**src/hdl/rmv_pkg.sv**
```systemverilog
`timescale 1ns / 1ps
// ----------------------------------------------------------------------------
// rmv_pkg
// Shared constants, types and state encoding for the running mean/variance
// block.
// ----------------------------------------------------------------------------
package rmv_pkg;

  localparam int SAMPLE_WIDTH = 32;
  localparam int COUNT_WIDTH  = 32;
  localparam int M2_W         = 64;
  localparam int VAR_W        = 63;
  localparam int ROOT_W       = 32;
  localparam int DIV_W        = 64;
  localparam int DIV_CNT_W    = $clog2(DIV_W + 1);
  localparam int MUL_CNT_W    = $clog2(SAMPLE_WIDTH + 1);
  localparam int SQRT_CNT_W   = $clog2(ROOT_W + 1);
  // product register keeps at least one bit above the 64-bit sum for overflow
  localparam int PROD_W       = (2 * SAMPLE_WIDTH > M2_W) ? 2 * SAMPLE_WIDTH : M2_W + 1;
  localparam int REM_W        = ROOT_W + 2;

  typedef struct packed {
    logic                 start;
    logic [DIV_CNT_W-1:0] len;
  } div_ctrl_t;

  typedef enum logic [3:0] {
    S_IDLE,
    S_PREP,
    S_QDIV,
    S_BABS,
    S_MUL,
    S_ACC,
    S_VSTART,
    S_VDIV,
    S_TSTART,
    S_TDIV,
    S_SQRT,
    S_DONE
  } state_t;

endpackage

```
**src/hdl/running_mean_variance.sv**
```systemverilog
`timescale 1ns / 1ps
// ----------------------------------------------------------------------------
// running_mean_variance
// Welford running mean and variance over signed Q15.16 samples, with
// bit-serial divide, multiply and square root.
// ----------------------------------------------------------------------------
// Sequence: mean divide, multiply, variance divide, standard-error divide and
//   square root, plus control; the two variance-side divides and the square root
//   are skipped while the count is one or less, the mean divide and multiply once it is full.
// Throughput: one transaction at a time; the next is accepted the cycle after
//   the result is written to the output register.
// Reset: synchronous, active low; clears count, mean, deviation sum and control.
// ----------------------------------------------------------------------------
module running_mean_variance (
  input  logic               clk,
  input  logic               rst_n,
  input  logic               in_valid,
  output logic               in_stall,
  input  logic signed [31:0] in_sample,
  output logic               out_valid,
  input  logic               out_stall,
  output logic [31:0]        out_sample_total,
  output logic signed [31:0] out_mean_value,
  output logic [62:0]        out_variance_value,
  output logic [31:0]        out_std_error,
  output logic               out_variance_valid,
  output logic               out_saturated
);
  import rmv_pkg::*;

  localparam int SW = SAMPLE_WIDTH;
  localparam int CW = COUNT_WIDTH;

  state_t state_r, state_nxt;

  logic signed [SW-1:0] x_r;
  logic signed [SW-1:0] mean_r;
  logic signed [SW-1:0] nmean_r;
  logic [SW-1:0]        a_r;
  logic                 neg_r;
  logic [SW-1:0]        mcand_r;
  logic [SW-1:0]        mplier_r;
  logic [PROD_W-1:0]    acc_r;
  logic [MUL_CNT_W-1:0] mcnt_r;
  logic [CW-1:0]        count_r;
  logic [M2_W-1:0]      m2_r;
  logic                 sat_r;
  logic [VAR_W-1:0]     var_r;
  logic                 vvalid_r;
  logic [DIV_W-1:0]     rad_r;
  logic [REM_W-1:0]     rem_r;
  logic [ROOT_W-1:0]    root_r;
  logic [SQRT_CNT_W-1:0] scnt_r;

  logic                 out_valid_r;
  logic [31:0]          out_total_r;
  logic signed [31:0]   out_mean_r;
  logic [62:0]          out_var_r;
  logic [31:0]          out_se_r;
  logic                 out_vvalid_r;
  logic                 out_sat_r;

  logic                 accept;
  logic                 out_free;
  logic                 out_load;
  logic [SW:0]          delta;
  logic [SW:0]          delta_abs;
  logic [SW:0]          diff;
  logic [SW:0]          diff_abs;
  logic [SW-1:0]        q;
  logic [SW-1:0]        nmean;
  logic [M2_W:0]        m2_sum;
  logic                 prod_ovf;
  logic [REM_W+1:0]     rem_sh;
  logic [REM_W+1:0]     trial;
  logic                 root_ge;

  div_ctrl_t            div_ctrl;
  logic [DIV_W-1:0]     div_dividend;
  logic [CW-1:0]        div_divisor;
  logic [DIV_W-1:0]     div_quot;
  logic                 div_done;

  rmv_div u_div (
    .clk      (clk),
    .rst_n    (rst_n),
    .ctrl     (div_ctrl),
    .dividend (div_dividend),
    .divisor  (div_divisor),
    .quotient (div_quot),
    .done     (div_done)
  );

  // datapath helpers
  always_comb begin
    delta     = {x_r[SW-1], x_r} - {mean_r[SW-1], mean_r};
    delta_abs = delta[SW] ? (~delta + 1'b1) : delta;
    q         = div_quot[SW-1:0];
    nmean     = mean_r + (neg_r ? (~q + 1'b1) : q);
    diff      = {x_r[SW-1], x_r} - {nmean_r[SW-1], nmean_r};
    diff_abs  = diff[SW] ? (~diff + 1'b1) : diff;
    prod_ovf  = |acc_r[PROD_W-1:M2_W];
    m2_sum    = {1'b0, m2_r} + {1'b0, acc_r[M2_W-1:0]};
    rem_sh    = {rem_r, rad_r[DIV_W-1:DIV_W-2]};
    trial     = (REM_W+2)'({root_r, 2'b01});
    root_ge   = (rem_sh >= trial);
  end

  assign in_stall = (state_r != S_IDLE);
  assign accept   = in_valid && !in_stall;
  assign out_free = !out_valid_r || !out_stall;

  // next state and divider control
  always_comb begin
    state_nxt    = state_r;
    out_load     = 1'b0;
    div_ctrl     = '{start: 1'b0, len: '0};
    div_dividend = m2_r;
    div_divisor  = count_r - 1'b1;
    unique case (state_r)
      S_IDLE: begin
        if (accept) state_nxt = S_PREP;
      end
      S_PREP: begin
        if (sat_r) begin
          state_nxt = S_VSTART;
        end else begin
          div_ctrl     = '{start: 1'b1, len: DIV_CNT_W'(SW)};
          div_dividend = {delta_abs[SW-1:0], {(DIV_W-SW){1'b0}}};
          div_divisor  = count_r + 1'b1;
          state_nxt    = S_QDIV;
        end
      end
      S_QDIV: begin
        if (div_done) state_nxt = S_BABS;
      end
      S_BABS: state_nxt = S_MUL;
      S_MUL: begin
        if (mcnt_r == MUL_CNT_W'(1)) state_nxt = S_ACC;
      end
      S_ACC: state_nxt = S_VSTART;
      S_VSTART: begin
        if (count_r > CW'(1)) begin
          div_ctrl  = '{start: 1'b1, len: DIV_CNT_W'(DIV_W)};
          state_nxt = S_VDIV;
        end else begin
          state_nxt = S_DONE;
        end
      end
      S_VDIV: begin
        if (div_done) state_nxt = S_TSTART;
      end
      S_TSTART: begin
        div_ctrl     = '{start: 1'b1, len: DIV_CNT_W'(DIV_W)};
        div_dividend = DIV_W'(var_r);
        div_divisor  = count_r;
        state_nxt    = S_TDIV;
      end
      S_TDIV: begin
        if (div_done) state_nxt = S_SQRT;
      end
      S_SQRT: begin
        if (scnt_r == SQRT_CNT_W'(1)) state_nxt = S_DONE;
      end
      S_DONE: begin
        if (out_free) begin
          out_load  = 1'b1;
          state_nxt = S_IDLE;
        end
      end
      default: state_nxt = S_IDLE;
    endcase
  end

  always_ff @(posedge clk) begin
    if (!rst_n) begin
      state_r <= S_IDLE;
    end else begin
      state_r <= state_nxt;
    end
  end

  // accumulated state
  always_ff @(posedge clk) begin
    if (!rst_n) begin
      count_r <= '0;
      mean_r  <= '0;
      m2_r    <= '0;
    end else if (state_r == S_ACC) begin
      count_r <= count_r + 1'b1;
      mean_r  <= nmean_r;
      if (prod_ovf || m2_sum[M2_W]) begin
        m2_r <= '1;
      end else begin
        m2_r <= m2_sum[M2_W-1:0];
      end
    end
  end

  // per-transaction working registers
  always_ff @(posedge clk) begin
    unique case (state_r)
      S_IDLE: begin
        if (accept) begin
          x_r   <= SW'(in_sample);
          sat_r <= &count_r;
        end
      end
      S_PREP: begin
        a_r   <= delta_abs[SW-1:0];
        neg_r <= delta[SW];
      end
      S_QDIV: begin
        if (div_done) nmean_r <= nmean;
      end
      S_BABS: begin
        mcand_r  <= diff_abs[SW-1:0];
        mplier_r <= a_r;
        acc_r    <= '0;
        mcnt_r   <= MUL_CNT_W'(SW);
      end
      S_MUL: begin
        acc_r    <= {acc_r[PROD_W-2:0], 1'b0} +
                    (mplier_r[SW-1] ? PROD_W'(mcand_r) : PROD_W'(0));
        mplier_r <= {mplier_r[SW-2:0], 1'b0};
        mcnt_r   <= mcnt_r - 1'b1;
      end
      S_ACC: begin
        if (prod_ovf || m2_sum[M2_W]) sat_r <= 1'b1;
      end
      S_VSTART: begin
        vvalid_r <= (count_r > CW'(1));
        var_r    <= '0;
        root_r   <= '0;
      end
      S_VDIV: begin
        if (div_done) var_r <= div_quot[DIV_W-1] ? '1 : div_quot[VAR_W-1:0];
      end
      S_TDIV: begin
        if (div_done) begin
          rad_r  <= div_quot;
          rem_r  <= '0;
          root_r <= '0;
          scnt_r <= SQRT_CNT_W'(ROOT_W);
        end
      end
      S_SQRT: begin
        rad_r  <= {rad_r[DIV_W-3:0], 2'b00};
        scnt_r <= scnt_r - 1'b1;
        if (root_ge) begin
          rem_r  <= REM_W'(rem_sh - trial);
          root_r <= {root_r[ROOT_W-2:0], 1'b1};
        end else begin
          rem_r  <= rem_sh[REM_W-1:0];
          root_r <= {root_r[ROOT_W-2:0], 1'b0};
        end
      end
      default: ;
    endcase
  end

  // output register
  always_ff @(posedge clk) begin
    if (!rst_n) begin
      out_valid_r <= 1'b0;
    end else if (out_load) begin
      out_valid_r <= 1'b1;
    end else if (!out_stall) begin
      out_valid_r <= 1'b0;
    end
  end

  always_ff @(posedge clk) begin
    if (out_load) begin
      out_total_r  <= 32'(count_r);
      out_mean_r   <= 32'(mean_r);
      out_var_r    <= var_r;
      out_se_r     <= 32'(root_r);
      out_vvalid_r <= vvalid_r;
      out_sat_r    <= sat_r;
    end
  end

  assign out_valid          = out_valid_r;
  assign out_sample_total   = out_total_r;
  assign out_mean_value     = out_mean_r;
  assign out_variance_value = out_var_r;
  assign out_std_error      = out_se_r;
  assign out_variance_valid = out_vvalid_r;
  assign out_saturated      = out_sat_r;

`ifndef ASSERT_OFF
  a_div_done_phase: assert property (@(posedge clk) disable iff (!rst_n)
    div_done |-> (state_r == S_QDIV || state_r == S_VDIV || state_r == S_TDIV))
    else $error("divider finished outside a wait state");

  a_valid_total: assert property (@(posedge clk) disable iff (!rst_n)
    (out_valid_r && out_vvalid_r) |-> (out_total_r > 32'd1))
    else $error("variance flagged valid with total below two");

  a_invalid_zero: assert property (@(posedge clk) disable iff (!rst_n)
    (out_valid_r && !out_vvalid_r) |-> (out_var_r == '0 && out_se_r == '0))
    else $error("undefined variance transaction carries nonzero fields");

  a_load_done: assert property (@(posedge clk) disable iff (!rst_n)
    out_load |=> (out_valid_r && state_r == S_IDLE))
    else $error("result load did not present a transaction");
`endif

endmodule

```
**src/hdl/rmv_div.sv**
```systemverilog
`timescale 1ns / 1ps
// ----------------------------------------------------------------------------
// rmv_div
// Restoring divider, one quotient bit per cycle. The dividend is loaded
// left-aligned; after len steps the quotient sits in the low len bits.
// ----------------------------------------------------------------------------
module rmv_div (
  input  logic                                clk,
  input  logic                                rst_n,
  input  rmv_pkg::div_ctrl_t                  ctrl,
  input  logic [rmv_pkg::DIV_W-1:0]           dividend,
  input  logic [rmv_pkg::COUNT_WIDTH-1:0]     divisor,
  output logic [rmv_pkg::DIV_W-1:0]           quotient,
  output logic                                done
);
  import rmv_pkg::*;

  logic [DIV_W-1:0]       dq_r;
  logic [COUNT_WIDTH-1:0] rem_r;
  logic [COUNT_WIDTH-1:0] dvs_r;
  logic [DIV_CNT_W-1:0]   cnt_r;
  logic                   busy_r;
  logic                   done_r;

  logic [COUNT_WIDTH:0]   rem_sh;
  logic [COUNT_WIDTH:0]   rem_dif;
  logic                   ge;

  always_comb begin
    rem_sh  = {rem_r, dq_r[DIV_W-1]};
    ge      = (rem_sh >= {1'b0, dvs_r});
    rem_dif = rem_sh - {1'b0, dvs_r};
  end

  always_ff @(posedge clk) begin
    if (!rst_n) begin
      busy_r <= 1'b0;
      done_r <= 1'b0;
      cnt_r  <= '0;
    end else begin
      done_r <= 1'b0;
      if (ctrl.start) begin
        busy_r <= 1'b1;
        cnt_r  <= ctrl.len;
      end else if (busy_r) begin
        cnt_r <= cnt_r - 1'b1;
        if (cnt_r == DIV_CNT_W'(1)) begin
          busy_r <= 1'b0;
          done_r <= 1'b1;
        end
      end
    end
  end

  always_ff @(posedge clk) begin
    if (ctrl.start) begin
      dq_r  <= dividend;
      rem_r <= '0;
      dvs_r <= divisor;
    end else if (busy_r) begin
      rem_r <= ge ? rem_dif[COUNT_WIDTH-1:0] : rem_sh[COUNT_WIDTH-1:0];
      dq_r  <= {dq_r[DIV_W-2:0], ge};
    end
  end

  assign quotient = dq_r;
  assign done     = done_r;

endmodule

```
**config.mk**
```make
export PLATFORM = sky130hd
export DESIGN_NAME = running_mean_variance
export DESIGN_NICKNAME = d
export VERILOG_FILES = /design/src/hdl/rmv_pkg.sv /design/src/hdl/running_mean_variance.sv /design/src/hdl/rmv_div.sv
export SDC_FILE = /design/constraint.sdc
export NUM_CORES = 2
export LEC_CHECK = 0
export ABC_AREA = 1
export BUFFER_PORTS_ARGS = -buffer_cell sky130_fd_sc_hd__buf_4
export CAP_MARGIN = 40
export CORE_ASPECT_RATIO = 0.7
export CORE_MARGIN = 4
export CORE_UTILIZATION = 55
export DETAILED_ROUTE_END_ITERATION = 10
export GPL_ROUTABILITY_DRIVEN = 0
export PLACE_DENSITY = 0.72
export SYNTH_ARGS = -nofsm -noshare
export SYNTH_HDL_FRONTEND = slang
export SYNTH_HIERARCHICAL = 1
export SYNTH_SLANG_ARGS = --single-unit
```
**constraint.sdc**
```tcl
create_clock -name clk -period 10.15 [get_ports clk]
set_input_delay 1.015 -clock clk [delete_from_list [all_inputs] [get_ports clk]]
set_output_delay 1.015 -clock clk [all_outputs]
set_load 0.03 [all_outputs]
```
# Yosys cells after proc, flatten, opt, wreduce, memory -nomap -nowiden
# Cells that the tools add are included.
totals:
  word_cells: 155
  output_inout_bits: 163
  inputBits: 36
  reg_bits: 864
op_classes:
  n_bitwise: 5
  eq_ne: 23
  order_cmp: 3
  reduce_logical: 23
  addsub: 15
  mux: 54
op_table:
  columns: ["op", "count"]
  rows:
  - ["$mux W64", 5]
  - ["$pmux W64 S2", 2]
  - ["$mux W32", 7]
  - ["$pmux W65 S2", 1]
  - ["$add A32 B1 Y32 const B", 4]
  - ["$pmux W32 S2", 2]
  - ["$mux W63", 2]
  - ["$pmux W63 S2", 1]
  - ["$not A32 Y32", 3]
  - ["$pmux W32 S3", 1]
  - ["$mux W34", 2]
  - ["$pmux W34 S2", 1]
  - ["$sub A32 B32 Y33", 2]
  - ["$add A64 B64 Y65", 1]
  - ["$add A65 B32 Y65", 1]
  - ["$pmux W4 S12", 1]
  - ["$ge A36 B34 Y1", 1]
  - ["$sub A34 B34 Y34", 1]
  - ["$ge A33 B32 Y1", 1]
  - ["$add A32 B32 Y32", 1]
  - ["$gt A32 B1 Y1 const B", 1]
  - ["$mux W4", 8]
  - ["$reduce_and A32 Y1", 1]
  - ["$sub A32 B1 Y32 const B", 1]
  - ["other kinds (31)", 72]

# Longest topological paths before layout
depth:
  word_depth: 7
  ltp_mapped: 25
  mapped_depth_nobuf: 25

# Cells and area by module
# Netlist, hierarchy kept.
by_module_without_submodules:
  columns: ["mod", "cells_each", "area_per_inst_um2", "seq_area_each_um2", "n_inst"]
  rows:
  - ["running_mean_variance", 6042, 47369.2, 20499.7, 1]
  - ["rmv_div", 1123, 8214.1, 3703.6, 1]

# Worst setup path before layout
# No wires, ideal clock.
synth_path:
  path_type: "reg-to-reg"
  from: "register state_r[3]"
  to: "register rad_r[0] (enable)"
  slack_ns: 1.494
  period_less_slack_ns: 8.656
  path_stages_with_launch: 5
  setup_time_ns: 0.710
  required_time_ns: 9.440
  path_buffers: 0
  arrival_ns: 7.945
  path_cell_list: "dfxtp_1 -> inv_1 -> nor2_1 -> nand2_1 -> o21ai_0"
synth_between:
  elab_chain_cells: 3
  word_cells_on_any_way: 5
  cone_classes: "3 x eq/ne; 2 x reduce/logical"
synth_lines:
  columns: ["item", "line_no", "rtl"]
  rows:
  - ["start, declared", "running_mean_variance.sv:34", "state_t state_r, state_nxt;"]
  - ["start signal, assigned", "running_mean_variance.sv:179", "state_r <= state_nxt;"]
  - ["$eq A4 B4 Y1", "running_mean_variance.sv:202", "unique case (state_r)"]
  - ["$ne A2 B1 Y1 (no line) or $reduce_bool A2 Y1 (tied branches)", null, null]
  - ["$reduce_and A2 Y1 (no line) *", null, null]
  - ["end signal, assigned", "running_mean_variance.sv:241", "rad_r <= div_quot;"]
  - ["end signal, assigned", "running_mean_variance.sv:248", "rad_r <= {rad_r[DIV_W-3:0], 2'b00};"]
  - ["end, declared", "running_mean_variance.sv:50", "logic [DIV_W-1:0] rad_r;"]
# Mark *: on every way between the ends. The rest lies on a longest branch, timed or not.
# A chain may end at the register's enable or synchronous reset.

==> impl_metrics.ini <==
[worst_setup_path]
path_cells = inv_1 -> nor2_1 -> inv_1 -> nor2_4 -> buf_4 -> inv_1 -> nor2_4 -> buf_4 -> inv_1 -> nand3_4 -> buf_4 -> inv_2 -> nand2_1 -> clkinv_1 -> buf_8 -> nand3_1 -> o21ai_0
startpoint_type = register
critPathRequiredTime_ps = 10710
endpoint_kind = register
r2r_setup_slack_ps = 5000
cp_slowest_cell = buf_4
path_common_cell = inv_1
cpPeakStageDelay_ps = 700
crit_fanout = 64
crit_type = register to register
crit_arrival_ps = 5720

[route]
drc = 0
routed_via_density = 5.82
routedWlPerCell_um = 20.3
wl_met1_um = 77000
wl_met3_um = 25000
first_pass_iters = 6
final_antenna_net_count = 0
dr.max_layer_used = met5
dr.first_iter.drc_count = 7400
dr_wl_met2_um = 68700
routed_wl_um = 178000
vias = 50773

[clocking]
cts_max_level = 3
hold_buffers = 0
root_buffer = clkbuf_16
clk_latency_ps = 710
numClockSinks = 864
cts_setup_buffers = 0
ctsResizeCount = 0
clkTransAtPathRegs_ps = 60
cts_tree = built
numCtsBuffers = 86
cts.path.max_buffers = 3

[floorplanning]
coreArea_um2 = 100000
rows = 97
ioPinCount = 199
start_util_pct = 55.5
die-area_um2 = 106000
die_w_um = 388
die_h_um = 274

[timing]
slew_headroom_pct = 36.4
max_freq_mhz = 194
fin_crit_sh_pct = 50.8
hold_viol = 0
setup_violations = 0
worstMarginPinSlew_ps = 944
skew_ps = 37.6
rsz0062_at_grt = false
setup_tns_ps = 0
min_period_ps = 5150
finalMaxSlewViolations = 0

[layout]
stdcell_count = 8731
drive_gt1_share_pct = 7.80
final_area_um2 = 61500
num-nets-final = 7631
syn_to_final_growth_pct = 10.7
antenna_cells = 0

[global_routing]
grt_max_degree = 85
grt_util_all_layers_pct = 32.3
grt_pass1_vias = 45272
antenna_found_initial = 1
grt-ovfl-total = 0
grt_pass1_wl_um = 267000

[placement]
dpl_cell_area_um2 = 58500
port_buffers = 198
dp.cells = 8569
dpl.hpwl_um = 138000

[synth]
ys_seq_area_share_pct = 43.5
async_flop_share_pct = 0
yosysWarnings = 6
syn_area_um2 = 55600
synthDistinctLibCells = 70
synth_enable_flop_cells = 690
yosys_register_bits = 864
syn_avg_cell_area_um2 = 7.76
synth_flop_cell = edfxtp_1
synth_cells = 7165

[power_and_ir_drop]
powerDensity_nw_per_um2 = 277
ir_drop_v = 0.000175
p_leak_uw = 0.0276

[worst_hold_path]
hold_path.class = register to register

[run_status]
status = finished clean

[job]
maxCapViolCount = 0
## power breakdown
part | switching [µW] | internal [µW] | total, µW
sequential | 653 | 4960 | 5620
combinational | 5700 | 2330 | 8030
clock | 1460 | 1950 | 3410
total | 7810 | 9250 | 17100
## per-stage QoR
stage | hold slack (ps) | utilization (%) | setup WS, ps | total power [µW]
final | 450 | 61.4 | 5000 | 17100
after detailed placement | 436 | 58.5 | 5090 | 13400
after global placement | 439 | 58.2 | 4900 | 13100
after floorplan | 400 | - | 1490 | 10800
after global routing | 457 | 61.4 | 4750 | 18000
after CTS | 452 | 61.4 | 5080 | 16800
## state kept, by name, indices dropped and copies added (netlist names), 34 cells and up
| signal | count |
|---|---|
| acc_r | 65 |
| m2_r | 64 |
| out_variance_value | 63 |
| rad_r | 64 |
| rem_r | 34 |
| u_div/quotient | 64 |
| var_r | 63 |
## cell usage in the layout, fill, tap and decap left out, types with 26 or more instances in the layout
master,n
nor4_1,32
o21bai_1,29
a31oi_1,43
o21ai_0,473
clkbuf_16,87
inv_2,38
nor2_1,570
a21o_1,26
o21a_1,28
nand3b_1,44
buf_4,232
nor2_2,39
nand4_1,71
ha_1,268
nor3_1,92
nand2_1,1846
a21oi_1,600
o21ai_1,36
xor2_1,163
dfxtp_1,174
nand2_2,45
nand3_1,320
inv_1,1069
edfxtp_1,690
xnor2_1,77
## critical path, delay by kind of cell (launching register included)
| kind | cells | cell delay [ps] |
|---|---|---|
| compound gates | 1 | 80 |
| buf+inv | 10 | 3440 |
| flops | 1 | 350 |
| simple gates | 6 | 1120 |
## cell usage after synthesis, types with 7 or more instances
cell type  count  area share (%)
nand2_1     1846              12
inv_1       1074             7.3
edfxtp_1     690              37
a21oi_1      600             5.4
nor2_1       580             3.9
o21ai_0      475             4.3
nand3_1      321             2.9
ha_1         268             6.0
dfxtp_1      174             6.3
xor2_1       163             2.6
clkbuf_1     132            0.89
nor3_1        92            0.83
xnor2_1       77             1.2
nand4_1       71            0.80
nand2_2       45            0.51
nand3b_1      44            0.59
a31oi_1       43            0.48
nor2_2        38            0.43
o21ai_1       36            0.32
inv_2         33            0.22
nor4_1        32            0.36
o21bai_1      29            0.39
o21a_1        28            0.38
a21o_1        26            0.35
o221ai_1      18            0.28
buf_2         15            0.14
a21boi_0      13            0.18
nand3_2       13            0.23
a22oi_1       11            0.15
o211ai_1      11            0.15
a221oi_1      10            0.16
buf_6         10            0.20
buf_1          9           0.061
a211oi_1       8            0.11
and3_1         8           0.090
buf_4          8            0.11
nor3_2         8            0.14
and2_1         7           0.079
nor2_4         7            0.14
or2_2          7           0.079
## final timing paths
| check | from | endpoint | depth (start not counted) |
|---|---|---|---|
| max | state_r[0]$_SDFFE_PN0P_ | u_div/rem_r[0]$_SDFFE_PP0P_ | 17 |
| min | root_r[27]$_SDFFCE_PN0P_ | out_std_error[27]$_DFFE_PP_ | 0 |
| max reg2reg | state_r[0]$_SDFFE_PN0P_ | u_div/rem_r[0]$_SDFFE_PP0P_ | 17 |
| min reg2reg | root_r[27]$_SDFFCE_PN0P_ | out_std_error[27]$_DFFE_PP_ | 0 |
## layout make-up
class | instances | area [µm²]
sequential | 864 | 24200
multi-input combinational | 5014 | 26500
tap | 1336 | 1670
timing repair buffer | 241 | 1950
clock buffer | 112 | 2330
inverter | 1114 | 4190
clock inverter | 50 | 652
fill | 8773 | 38600
## cells by family after synthesis
group           share of synthesized area, %
buf+inv                                 8.97
simple gates                            23.9
xor+xnor                                4.02
other cells                          0.00675
flops                                   43.5
compound gates                          13.3
fa+ha+maj                               6.25
## per-layer routing
layer	up-vias	GRT usage (%)
li1	24008	-
met3	347	9.50
met1	23347	49.1
met2	3069	43.6
met5	-	0
met4	2	10.8
No activity file was read; power rests on OpenSTA's default activity.
